File: src/hdl/lang_pkg.sv
`timescale 1ns / 1ps
`default_nettype none
package lang_pkg;

	localparam int RATE_W    = 32;
	localparam int LEVEL_W   = 31;
	localparam int DT_W      = 17;
	localparam int NOISE_W   = 32;
	localparam int ROOT_W    = 32;
	localparam int ROOT_IN_W = 2 * ROOT_W;
	localparam int ADDR_W    = 5;
	localparam int DATA_W    = 32;
	localparam int MUL_W     = 32;
	localparam int PROD_W    = 2 * MUL_W;
	localparam int STEP_CNT_W = 4;

	localparam logic [LEVEL_W-1:0] LEVEL_MAX = '1;
	localparam logic [DT_W-1:0]    DT_RESET  = DT_W'(655);

	// register indexes
	localparam logic [2:0] REG_DECAY   = 3'd0;
	localparam logic [2:0] REG_PDECAY  = 3'd1;
	localparam logic [2:0] REG_TRANSL  = 3'd2;
	localparam logic [2:0] REG_DT      = 3'd3;
	localparam logic [2:0] REG_M0      = 3'd4;

	localparam logic CMD_RESTART = 1'b0;

	// last issue slot of the drift phase
	localparam logic [STEP_CNT_W-1:0] STEP_LAST       = STEP_CNT_W'(8);
	localparam logic [STEP_CNT_W-1:0] STEP_ROOT_START = STEP_CNT_W'(4);

	typedef enum logic [3:0] {
		MUL_NONE,
		MUL_A,
		MUL_B,
		MUL_C,
		MUL_ADT_LO,
		MUL_ADT_HI,
		MUL_BDT_LO,
		MUL_BDT_HI,
		MUL_CDT_LO,
		MUL_CDT_HI,
		MUL_NM,
		MUL_NP
	} mul_op_t;

	typedef enum logic [2:0] {
		ST_IDLE,
		ST_RESTART,
		ST_DRIFT,
		ST_ROOT_WAIT,
		ST_NOISE_M,
		ST_NOISE_P,
		ST_DRAIN,
		ST_SETTLE
	} state_t;

	typedef struct packed {
		logic    load_item;
		logic    restart;
		logic    settle;
		logic    root_start;
		mul_op_t mul_op;
	} dp_cmd_t;

	typedef struct packed {
		logic roots_done;
	} dp_status_t;

endpackage
`default_nettype wire

File: src/hdl/lang_ctrl.sv
`timescale 1ns / 1ps
`default_nettype none
module lang_ctrl (
	input  wire logic           clk,
	input  wire logic           arst_n,
	input  wire logic           in_valid,
	output logic                in_stall,
	input  wire logic           command,
	output logic                out_valid,
	input  wire logic           out_stall,
	output lang_pkg::dp_cmd_t   cmd,
	input  wire lang_pkg::dp_status_t status
);
	import lang_pkg::*;

	state_t                state_q, state_d;
	logic [STEP_CNT_W-1:0] step_q;
	logic                  out_valid_q;
	logic                  slot_free;
	logic                  publish;

	assign slot_free = !out_valid_q || !out_stall;

	always_comb begin
		state_d = state_q;
		case (state_q)
			ST_IDLE: begin
				if (in_valid) begin
					state_d = (command == CMD_RESTART) ? ST_RESTART : ST_DRIFT;
				end
			end
			ST_RESTART: begin
				if (slot_free) begin
					state_d = ST_IDLE;
				end
			end
			ST_DRIFT: begin
				if (step_q == STEP_LAST) begin
					state_d = ST_ROOT_WAIT;
				end
			end
			ST_ROOT_WAIT: begin
				if (status.roots_done) begin
					state_d = ST_NOISE_M;
				end
			end
			ST_NOISE_M: state_d = ST_NOISE_P;
			ST_NOISE_P: state_d = ST_DRAIN;
			ST_DRAIN:   state_d = ST_SETTLE;
			ST_SETTLE: begin
				if (slot_free) begin
					state_d = ST_IDLE;
				end
			end
			default: state_d = ST_IDLE;
		endcase
	end

	always_comb begin
		cmd        = '0;
		cmd.mul_op = MUL_NONE;
		in_stall   = 1'b1;
		publish    = 1'b0;
		case (state_q)
			ST_IDLE: begin
				in_stall      = 1'b0;
				cmd.load_item = in_valid;
			end
			ST_RESTART: begin
				cmd.restart = slot_free;
				publish     = slot_free;
			end
			ST_DRIFT: begin
				cmd.root_start = (step_q == STEP_ROOT_START);
				case (step_q)
					4'd0:    cmd.mul_op = MUL_A;
					4'd1:    cmd.mul_op = MUL_B;
					4'd2:    cmd.mul_op = MUL_C;
					4'd3:    cmd.mul_op = MUL_ADT_LO;
					4'd4:    cmd.mul_op = MUL_ADT_HI;
					4'd5:    cmd.mul_op = MUL_BDT_LO;
					4'd6:    cmd.mul_op = MUL_BDT_HI;
					4'd7:    cmd.mul_op = MUL_CDT_LO;
					4'd8:    cmd.mul_op = MUL_CDT_HI;
					default: cmd.mul_op = MUL_NONE;
				endcase
			end
			ST_NOISE_M: cmd.mul_op = MUL_NM;
			ST_NOISE_P: cmd.mul_op = MUL_NP;
			ST_SETTLE: begin
				cmd.settle = slot_free;
				publish    = slot_free;
			end
			default: begin
			end
		endcase
	end

	always_ff @(posedge clk or negedge arst_n) begin
		if (!arst_n) begin
			state_q     <= ST_IDLE;
			step_q      <= '0;
			out_valid_q <= 1'b0;
		end else begin
			state_q     <= state_d;
			step_q      <= (state_q == ST_DRIFT) ? step_q + 1'b1 : '0;
			out_valid_q <= publish || (out_valid_q && out_stall);
		end
	end

	assign out_valid = out_valid_q;

endmodule
`default_nettype wire

File: config.mk
export PLATFORM = sky130hd
export DESIGN_NAME = lang_ctrl
export DESIGN_NICKNAME = d
export VERILOG_FILES = /design/src/hdl/lang_pkg.sv /design/src/hdl/lang_ctrl.sv
export SDC_FILE = /design/constraint.sdc
export NUM_CORES = 1
export LEC_CHECK = 0
export ABC_AREA = 1
export ABC_CLOCK_PERIOD_IN_PS = 3800
export BUFFER_PORTS_ARGS = -buffer_cell sky130_fd_sc_hd__buf_2
export CORE_ASPECT_RATIO = 1.2
export CORE_MARGIN = 4
export CORE_UTILIZATION = 38
export CTS_BUF_LIST = sky130_fd_sc_hd__clkbuf_8
export DETAILED_ROUTE_END_ITERATION = 7
export HOLD_SLACK_MARGIN = 0.12
export SETUP_SLACK_MARGIN = 0.4
export SKIP_CTS_REPAIR_TIMING = 1
export SYNTH_ARGS = -nofsm -noshare
export SYNTH_HDL_FRONTEND = slang
export SYNTH_SLANG_ARGS = --single-unit
File: constraint.sdc
create_clock -name clk -period 3.8 [get_ports clk]
set_clock_uncertainty 0.15 [all_clocks]
set_input_delay 0 -clock clk [delete_from_list [all_inputs] [get_ports clk]]
set_output_delay 0 -clock clk [all_outputs]
set_load 0.01 [all_outputs]
# Word level (Yosys, flattened, before mapping)
# Memory sizes are Yosys's and may differ from the RTL's.
# Index checks and enable logic that the tools add are counted.
[classes]
shift = 0
add_sub_neg = 1
reduce_logical = 8
bitwise = 0
n_mul = 0
div_mod_pow = 0
muxes = 14
n_eq_ne = 13
n_lt_le_gt_ge = 0
[ops]
columns = ["op", "n"]
rows = [
  ["$pmux W3 S7", 1],
  ["$eq A3 B3 Y1 const B", 4],
  ["$mux W3", 4],
  ["$pmux W4 S3", 1],
  ["$eq A3 B2 Y1 const B", 2],
  ["$mux W1", 6],
  ["$ne A2 B2 Y1 const B", 3],
  ["$add A4 B1 Y4 const B", 1],
  ["$eq A4 B3 Y1 const B", 1],
  ["$eq A4 B4 Y1 const B", 1],
  ["$mux W4", 1],
  ["$reduce_and A4 Y1", 1],
  ["$eq A3 B1 Y1 const B", 1],
  ["$logic_not A3 Y1", 1],
  ["$logic_not A1 Y1", 2],
  ["$logic_or A1 B1 Y1", 2],
  ["$mux W2", 1],
  ["$ne A2 B1 Y1 const B", 1],
  ["$reduce_or A2 Y1", 1],
  ["$logic_and A1 B1 Y1", 1],
]
[word_totals]
latch_bits = 0
ff_bits = 8
romBits = 64
ram_bits = 0
mem_count = 1
elab_cells = 40
out_inout_bits = 10
[memory_table]
columns = ["memory", "depth", "word_bits", "rd", "rd_clocked_by_memory_dff", "wr", "line", "rtl"]
rows = [
  ["(name not given)", 16, 4, 1, 0, 0, "lang_ctrl.sv:75", "case (step_q)"],
]

# Depth between registers and ports, before layout
# Gate-level depths: netlist of the first run.
[logic_depth]
ltp_word = 4
depth_mapped = 8
depth_no_buf = 8

# Worst setup path before layout of the first run
# Ideal clock, no wire load.
[synth_path]
path_kind = "register to register"
startpoint = "register step_q[0]"
endpoint = "register state_q[0]"
required_ns = 3.529
setup_time_ns = 0.121
t_arrival_ns = 1.061
path_buffers = 0
stages_incl_launch_ff = 8
slack_ns = 2.468
cell_sequence = "dfrtp_1 > inv_1 > ha_1 > nand3_1 > nand2_4 > nand2_4 > o21bai_1 > nand2_1"
[synth_between]
elab_chain_cells = 3
[synth_lines]
columns = ["element", "line", "rtl"]
rows = [
  ["start: declaration", "lang_ctrl.sv:17", "logic [STEP_CNT_W-1:0] step_q;"],
  ["start signal: assignment", "lang_ctrl.sv:106", "step_q <= (state_q == ST_DRIFT) ? step_q + 1'b1 : '0;"],
  ["$eq A4 B4 Y1", "lang_ctrl.sv:38", "if (step_q == STEP_LAST) begin"],
  ["$ne A2 B2 Y1 (no line)", "n/a", ""],
  ["$reduce_and A4 Y1 (no line)", "n/a", ""],
  ["end signal: assignment", "lang_ctrl.sv:105", "state_q <= state_d;"],
  ["end: declaration", "lang_ctrl.sv:16", "state_t state_q, state_d;"],
]
# No other way between the ends.
# A chain may end at the register's enable or synchronous reset.

==> results of run 1 <==
==> cell families (layout without fill, tap and decap cells) <==
logic type / after synthesis / after routing / share of synthesized area (%)
AND/OR/NAND/NOR: 41 / 41 / 36.0
buffers and inverters: 15 / 37 / 9.15
AO/OA/AOI/OAI: 13 / 13 / 14.2
flip-flops: 8 / 8 / 32.5
adder cells (fa/ha/maj): 4 / 4 / 8.13
==> synth_stat cells (2+ instances only) <==
cell,n,area [um^2]
nand2_4,2,22.5
nand2_2,4,25.0
nand3_1,13,65.1
o21ai_0,4,20.0
inv_2,3,11.3
nor2_4,2,22.5
dfrtp_1,8,200
nand2_1,10,37.5
o21bai_1,3,22.5
ha_1,4,50.1
inv_1,12,45.0
nor2_1,8,30.0
==> final cells by class <==
cell class / count / area share (%)
well taps: 17 / 2.68
inverters: 15 / 7.10
repair buffers: 19 / 14.5
multi-input cells: 58 / 45.3
clock buffers: 3 / 5.21
flip-flops and latches: 8 / 25.2
==> flip-flops by register name, summed over array words and instances (netlist names) <==
name	cells
step_q	4
state_q	3
out_valid	1
==> final timing paths <==
path / end / from
max: cmd[0] / step_q[0]
min reg2reg: out_valid / out_valid
min: state_q[0] / in_valid
max in group asynchronous: step_q[1] / arst_n
min in group asynchronous: out_valid / arst_n
max reg2reg: state_q[2] / step_q[0]
==> critical path, delay by kind of cell, from the launching register on <==
kind,cells,cell delay (ns)
buffers and inverters,3,0.31
and+or+nand+nor,1,0.08
AOI/OAI and AO/OA,2,0.29
adders and majority gates,1,0.17
DFF,1,0.42
==> metal layers <==
metal / vias to the layer above / routed length (um) / global-route usage (%)
li1: 308 / - / -
met1: 261 / 573 / 16.1
met2: 7 / 617 / 20.6
met3: 0 / 43 / 3.11
met4: 0 / 0 / 6.03
met5: - / 0 / 0
==> power groups by stage <==
stage | Clock [mW] | Sequential (mW) | Combinational, mW
after global routing | 0.105 | 0.160 | 0.336
after CTS | 0.0997 | 0.154 | 0.296
after floorplan | 0 | 0.150 | 0.216
after detailed placement | 0 | 0.155 | 0.295
final | 0.0958 | 0.154 | 0.296
after global placement | 0 | 0.155 | 0.294
==> metrics by stage <==
stage	utilization (%)	hold WS, ns
floorplan	-	-0.446
global placement	48.0	-0.300
detailed placement	48.0	-0.302
CTS	50.8	-0.538
global route	53.5	0.193
finish	53.5	0.125
==> qor.txt, run 1 <==
Relative slew margins: 76.7%
mean number of vias per cell: 4.80
Critical Path Sink Type: output pin
H-tree depth: 1
count of state elements after synthesis: 8
design area: 793 um^2
non-filler cells in the finished layout: 120
vias in the first global route: 548
highest clock rate: 610 MHz
Pwr Density: 688 mW/mm^2
fin nets: 115
CP Data Required Time: 3.65 ns
EDFF count, synth: 0
final setup TNS: 0 ns
Comb pwr share: 54.2%
Post-Syn Area: 616 um^2
worst slew pin tran: 0.348 ns
RSZ-0062 raised after global routing: no
TritonCTS buffer count: 3
fin crit share: 43.1%
flop-to-flop setup slack: 2.33 ns
Slowest cell on crit path: dfrtp_1
setup slack after layout: 2.16 ns
WL per Instance: 10.3 um
Register Area: 200 um^2
Net Sw Frac: 46.2%
worst vdd ir: 328 uV
TritonCTS clock tree: yes
Vias: 576
Multi-input gate area: 359 um^2
final wirelength: 1230 um
worst reg2reg path depth: 7
initial antenna violation count: 0
diode count: 0
grt total ovfl: 0
gpl congestion: 0.790
largest net degree at the start of global routing: 9
core area: 0.00148 mm^2
fillers: 146
Setup crit start kind: flop
die width: 44.7 um
Pint: 0.293 mW
critical path fanouts, max: 5
row cnt: 15
Synth Warn #: 0
Die Y: 52.1 um
Antenna Violating Nets Remaining: 0
CP max stage delay: 0.42 ns
clock power share: 17.6%
Cell Area, Placed: 712 um^2
WP data arrival: 1.49 ns
Hold Crit Depth: 6
syn avg cell area: 7.60 um^2
status: finished, final reports clean
io pins: 16
crit-path cells: inv_1 > ha_1 > inv_1 > o21ai_0 > nand2_1 > o21ai_0 > buf_2
clock root buffer: clkbuf_8
most frequent cells in the layout: buf_2 (15), nand3_1 (13), inv_1 (12)
post-synthesis net count: 91
clock latency on the worst-skew pair: 0.22 ns
initial drt markers: 4
Die ar.: 0.00233 mm^2
final setup fails: 0
synthesis-to-finish area growth: 28.9%
critical path class: flop to output pin
Setup WS pre-CTS: 2.31 ns
Gate Count Post-Synth: 81
sequential share of power: 28.2%
maxcap violations: 0
starting density of the core: 41.5%
share of synthesized registers carrying an async set or reset: 100%
HP Class: input pin to flop
commonest non-fill, non-tap cell in the layout: buf_2
first-pass GRT wire length: 2240 um
crit path time final: 1.64 ns
gr usage total: 13.0%
Remaining DRCs: 0
Tot Pwr: 0.546 mW
drt pass-1 iters: 3
share of cells above drive strength 1: 32.0%
clk sink count: 8
Primary FF master, synth: dfrtp_1
clock buffer depth: 2
final hold violation count: 0
Static Leak: 0.434 nW
dpl hpwl: 1030 um
clock slew at reported path FFs: 0.04 ns
Pins Over Slew Limit: 0
Seq/Total Area, Yosys: 32.5%
dpl cells: 113
input/output buffers: 15
sw power: 0.252 mW
Synth cell types: 20
Note: power is estimated with default switching activity, not from simulation.
==> run 2: changes to the inputs <==
--- a/config.mk
+++ b/config.mk
@@ -5,10 +5,9 @@
 export SDC_FILE = /design/constraint.sdc
 export NUM_CORES = 1
 export LEC_CHECK = 0
-export ABC_AREA = 1
-export ABC_CLOCK_PERIOD_IN_PS = 3800
+export ABC_AREA = 0
+export ABC_CLOCK_PERIOD_IN_PS = 1550
 export BUFFER_PORTS_ARGS = -buffer_cell sky130_fd_sc_hd__buf_2
-export CORE_ASPECT_RATIO = 1.2
 export CORE_MARGIN = 4
 export CORE_UTILIZATION = 38
 export CTS_BUF_LIST = sky130_fd_sc_hd__clkbuf_8
==> constraint.sdc (replaced) <==
create_clock -name clk -period 1.55 [get_ports clk]
set_clock_uncertainty 0.15 [all_clocks]
set_input_delay 0 -clock clk [delete_from_list [all_inputs] [get_ports clk]]
set_output_delay 0 -clock clk [all_outputs]
set_load 0.01 [all_outputs]
==> qor.txt, run 2 <==
Vias: 562 (was 576)
starting density of the core: 41.6% (was 41.5%)
syn avg cell area: 8.53 um^2 (was 7.60 um^2)
EDFF count, synth: 0 (unchanged)
Static Leak: 0.466 nW (was 0.434 nW)
CP max stage delay: 0.42 ns (about the same)
GRT met2 Usage: 17.9% (was 20.6%)
Synth Warn #: 0 (unchanged)
Primary FF master, synth: dfrtp_1 (unchanged)
fin nets: 112 (was 115)
clock latency on the worst-skew pair: 0.22 ns (about the same)
Synth top cells by count: nor2_1 (9), dfrtp_1 (8), inv_1 (8) (was nand3_1 (13), inv_1 (12), nand2_1 (10))
TritonCTS clock tree: yes (unchanged)
share of cells above drive strength 1: 56.0% (was 32.0%)
clock root buffer: clkbuf_8 (unchanged)
failing checks: negative hold slack, negative setup slack
crit-path cells: or3b_4 > buf_6 > nor2_4 > and3_1 > buf_2 (was inv_1 > ha_1 > inv_1 > o21ai_0 > nand2_1 > o21ai_0 > buf_2)
WP data arrival: 1.56 ns (was 1.49 ns)
final hold violation count: 1 (was 0)
count of state elements after synthesis: 8 (unchanged)
final setup TNS: -0.834 ns (was 0 ns)
final wirelength: 1500 um (was 1230 um)
Die Y: 46.2 um (was 52.1 um)
Post-Syn Area: 554 um^2 (was 616 um^2)
WL per Instance: 13.0 um (was 10.3 um)
core area: 0.00133 mm^2 (was 0.00148 mm^2)
top post-synthesis cells by area: dfrtp_1 (36%), ha_1 (9.0%), nor2_1 (6.1%) (was dfrtp_1 (33%), nand3_1 (11%), ha_1 (8.1%))
critical path class: flop to output pin (unchanged)
crit path time final: 1.71 ns
setup slack after layout: -0.163 ns (was 2.16 ns)
Seq/Total Area, Yosys: 36.1% (was 32.5%)
Gate Count Post-Synth: 65 (was 81)
fin crit share: 110%
gr usage total: 14.0% (was 13.0%)
Setup WS pre-CTS: -0.145 ns (was 2.31 ns)
mean number of vias per cell: 4.89 (was 4.80)
Pins Over Slew Limit: 0 (unchanged)
commonest non-fill, non-tap cell in the layout: buf_2 (unchanged)
highest clock rate: 584 MHz
clk sink count: 8 (unchanged)
post-synthesis net count: 75 (was 91)
H-tree depth: 1 (unchanged)
input/output buffers: 15 (unchanged)
global-route met3 utilization: 4.69% (was 3.11%)
critical path fanouts, max: 6 (was 5)
Setup crit start kind: flop (unchanged)
final setup fails: 8 (was 0)
maxcap violations: 0 (unchanged)
initial antenna violation count: 0 (unchanged)
gpl congestion: 0.803 (was 0.790)
Relative slew margins: 81.9% (was 76.7%)
grt total ovfl: 0 (unchanged)
die width: 46.2 um (was 44.7 um)
clock buffer depth: 2 (unchanged)
Yosys top cell by area: dfrtp_1 (unchanged)
Antenna Violating Nets Remaining: 0 (unchanged)
RSZ-0062 raised after global routing: yes (was no)
Slowest cell on crit path: dfrtp_2 (was dfrtp_1)
worst vdd ir: 1320 uV (was 328 uV)
drt pass-1 iters: 3 (unchanged)
HP Class: input pin to flop (unchanged)
M1 GR Usage: 21.0% (was 16.1%)
CP Data Required Time: 1.40 ns (was 3.65 ns)
Remaining DRCs: 0 (unchanged)
clock slew at reported path FFs: 0.04 ns (about the same)
diode count: 0 (unchanged)
Largest register FFs: 4 (unchanged)
Die ar.: 0.00213 mm^2 (was 0.00233 mm^2)
dpl hpwl: 1020 um (was 1030 um)
largest net degree at the start of global routing: 10 (was 9)
hold_ws: -0.120 ns (was 0.125 ns)
busiest grt layer: met1 (was met2)
synthesis-to-finish area growth: 70.9% (was 28.9%)
TritonCTS buffer count: 3 (unchanged)
vias in the first global route: 475 (was 548)
Critical Path Sink Type: output pin (unchanged)
most frequent cell after synthesis: nor2_1 (was nand3_1)
io pins: 16 (unchanged)
share of synthesized registers carrying an async set or reset: 100% (unchanged)
initial drt markers: 2 (was 4)
first-pass GRT wire length: 2120 um (was 2240 um)
worst slew pin tran: 0.270 ns (was 0.348 ns)
row cnt: 13 (was 15)
Pwr Density: 1850 mW/mm^2 (was 688 mW/mm^2)
most frequent cells in the layout: buf_2 (13), buf_6 (9), buf_4 (9) (was buf_2 (15), nand3_1 (13), inv_1 (12))
Synth cell types: 23 (was 20)
dpl cells: 103 (was 113)
status: finished, violations left (was finished, final reports clean)
largest reg by FF count: step_q (unchanged)
top-area cell type share of the netlist area: 36.1% (was 32.5%)
non-filler cells in the finished layout: 115 (was 120)
==> run 2: metal layers <==
| layer | wire (um) | vias up |
|---|---|---|
| li1 | - | 286 |
| met1 | 770 | 262 |
| met2 | 655 | 12 |
| met3 | 62 | 2 |
| met4 | 8 | 0 |
| met5 | 0 | - |
==> run 2: final timing paths <==
path,from,endpoint,slack (ns),cells after the start
hold / removal,out_stall,out_valid,-0.12,3
hold reg to reg,out_valid,out_valid,0.39,2
setup / recovery,state_q[1],cmd[4],-0.16,5
max in group asynchronous,arst_n,state_q[1],0.53,3
setup reg to reg,state_q[1],state_q[1],-0.13,5
min in group asynchronous,arst_n,out_valid,0.53,3
==> run 2: kinds of logic after synthesis <==
group / synth area share [%]
buffers and inverters: 9.03
adders and majority gates: 9.03
DFF: 36.1
xor gates and xnor gates: 1.58
and+or+nand+nor: 25.3
muxes: 7.22
AOI/OAI and AO/OA: 11.7
==> run 2: power by group <==
part           internal, mW  switching, mW
Sequential            0.281         0.0652
Clock                 0.168         0.0751
Combinational         0.657          0.508
==> run 2: area by class of cell <==
class	instances	area [um^2]
well taps	15	18.8
flip-flops and latches	8	201
clock buffers	3	41.3
fillers	104	387
multi-input cells	46	382
repair buffers	35	274
inverters	8	30.0
==> run 2: metrics by stage <==
stage | util, % | total power, mW | instance area, um^2
after floorplan | - | 0.872 | 574
after global placement | 54.2 | 1.16 | 723
after detailed placement | 54.2 | 1.17 | 723
after CTS | 57.3 | 1.42 | 764
after global routing | 71.0 | 1.87 | 947
final | 71.0 | 1.75 | 947
==> run 2: worst max-delay path, delay by kind of cell, from the launching register on <==
family | cells | cell delay, ns
buffers and inverters | 2 | 0.27
flip-flops | 1 | 0.42
AND/OR/NAND/NOR | 3 | 0.64
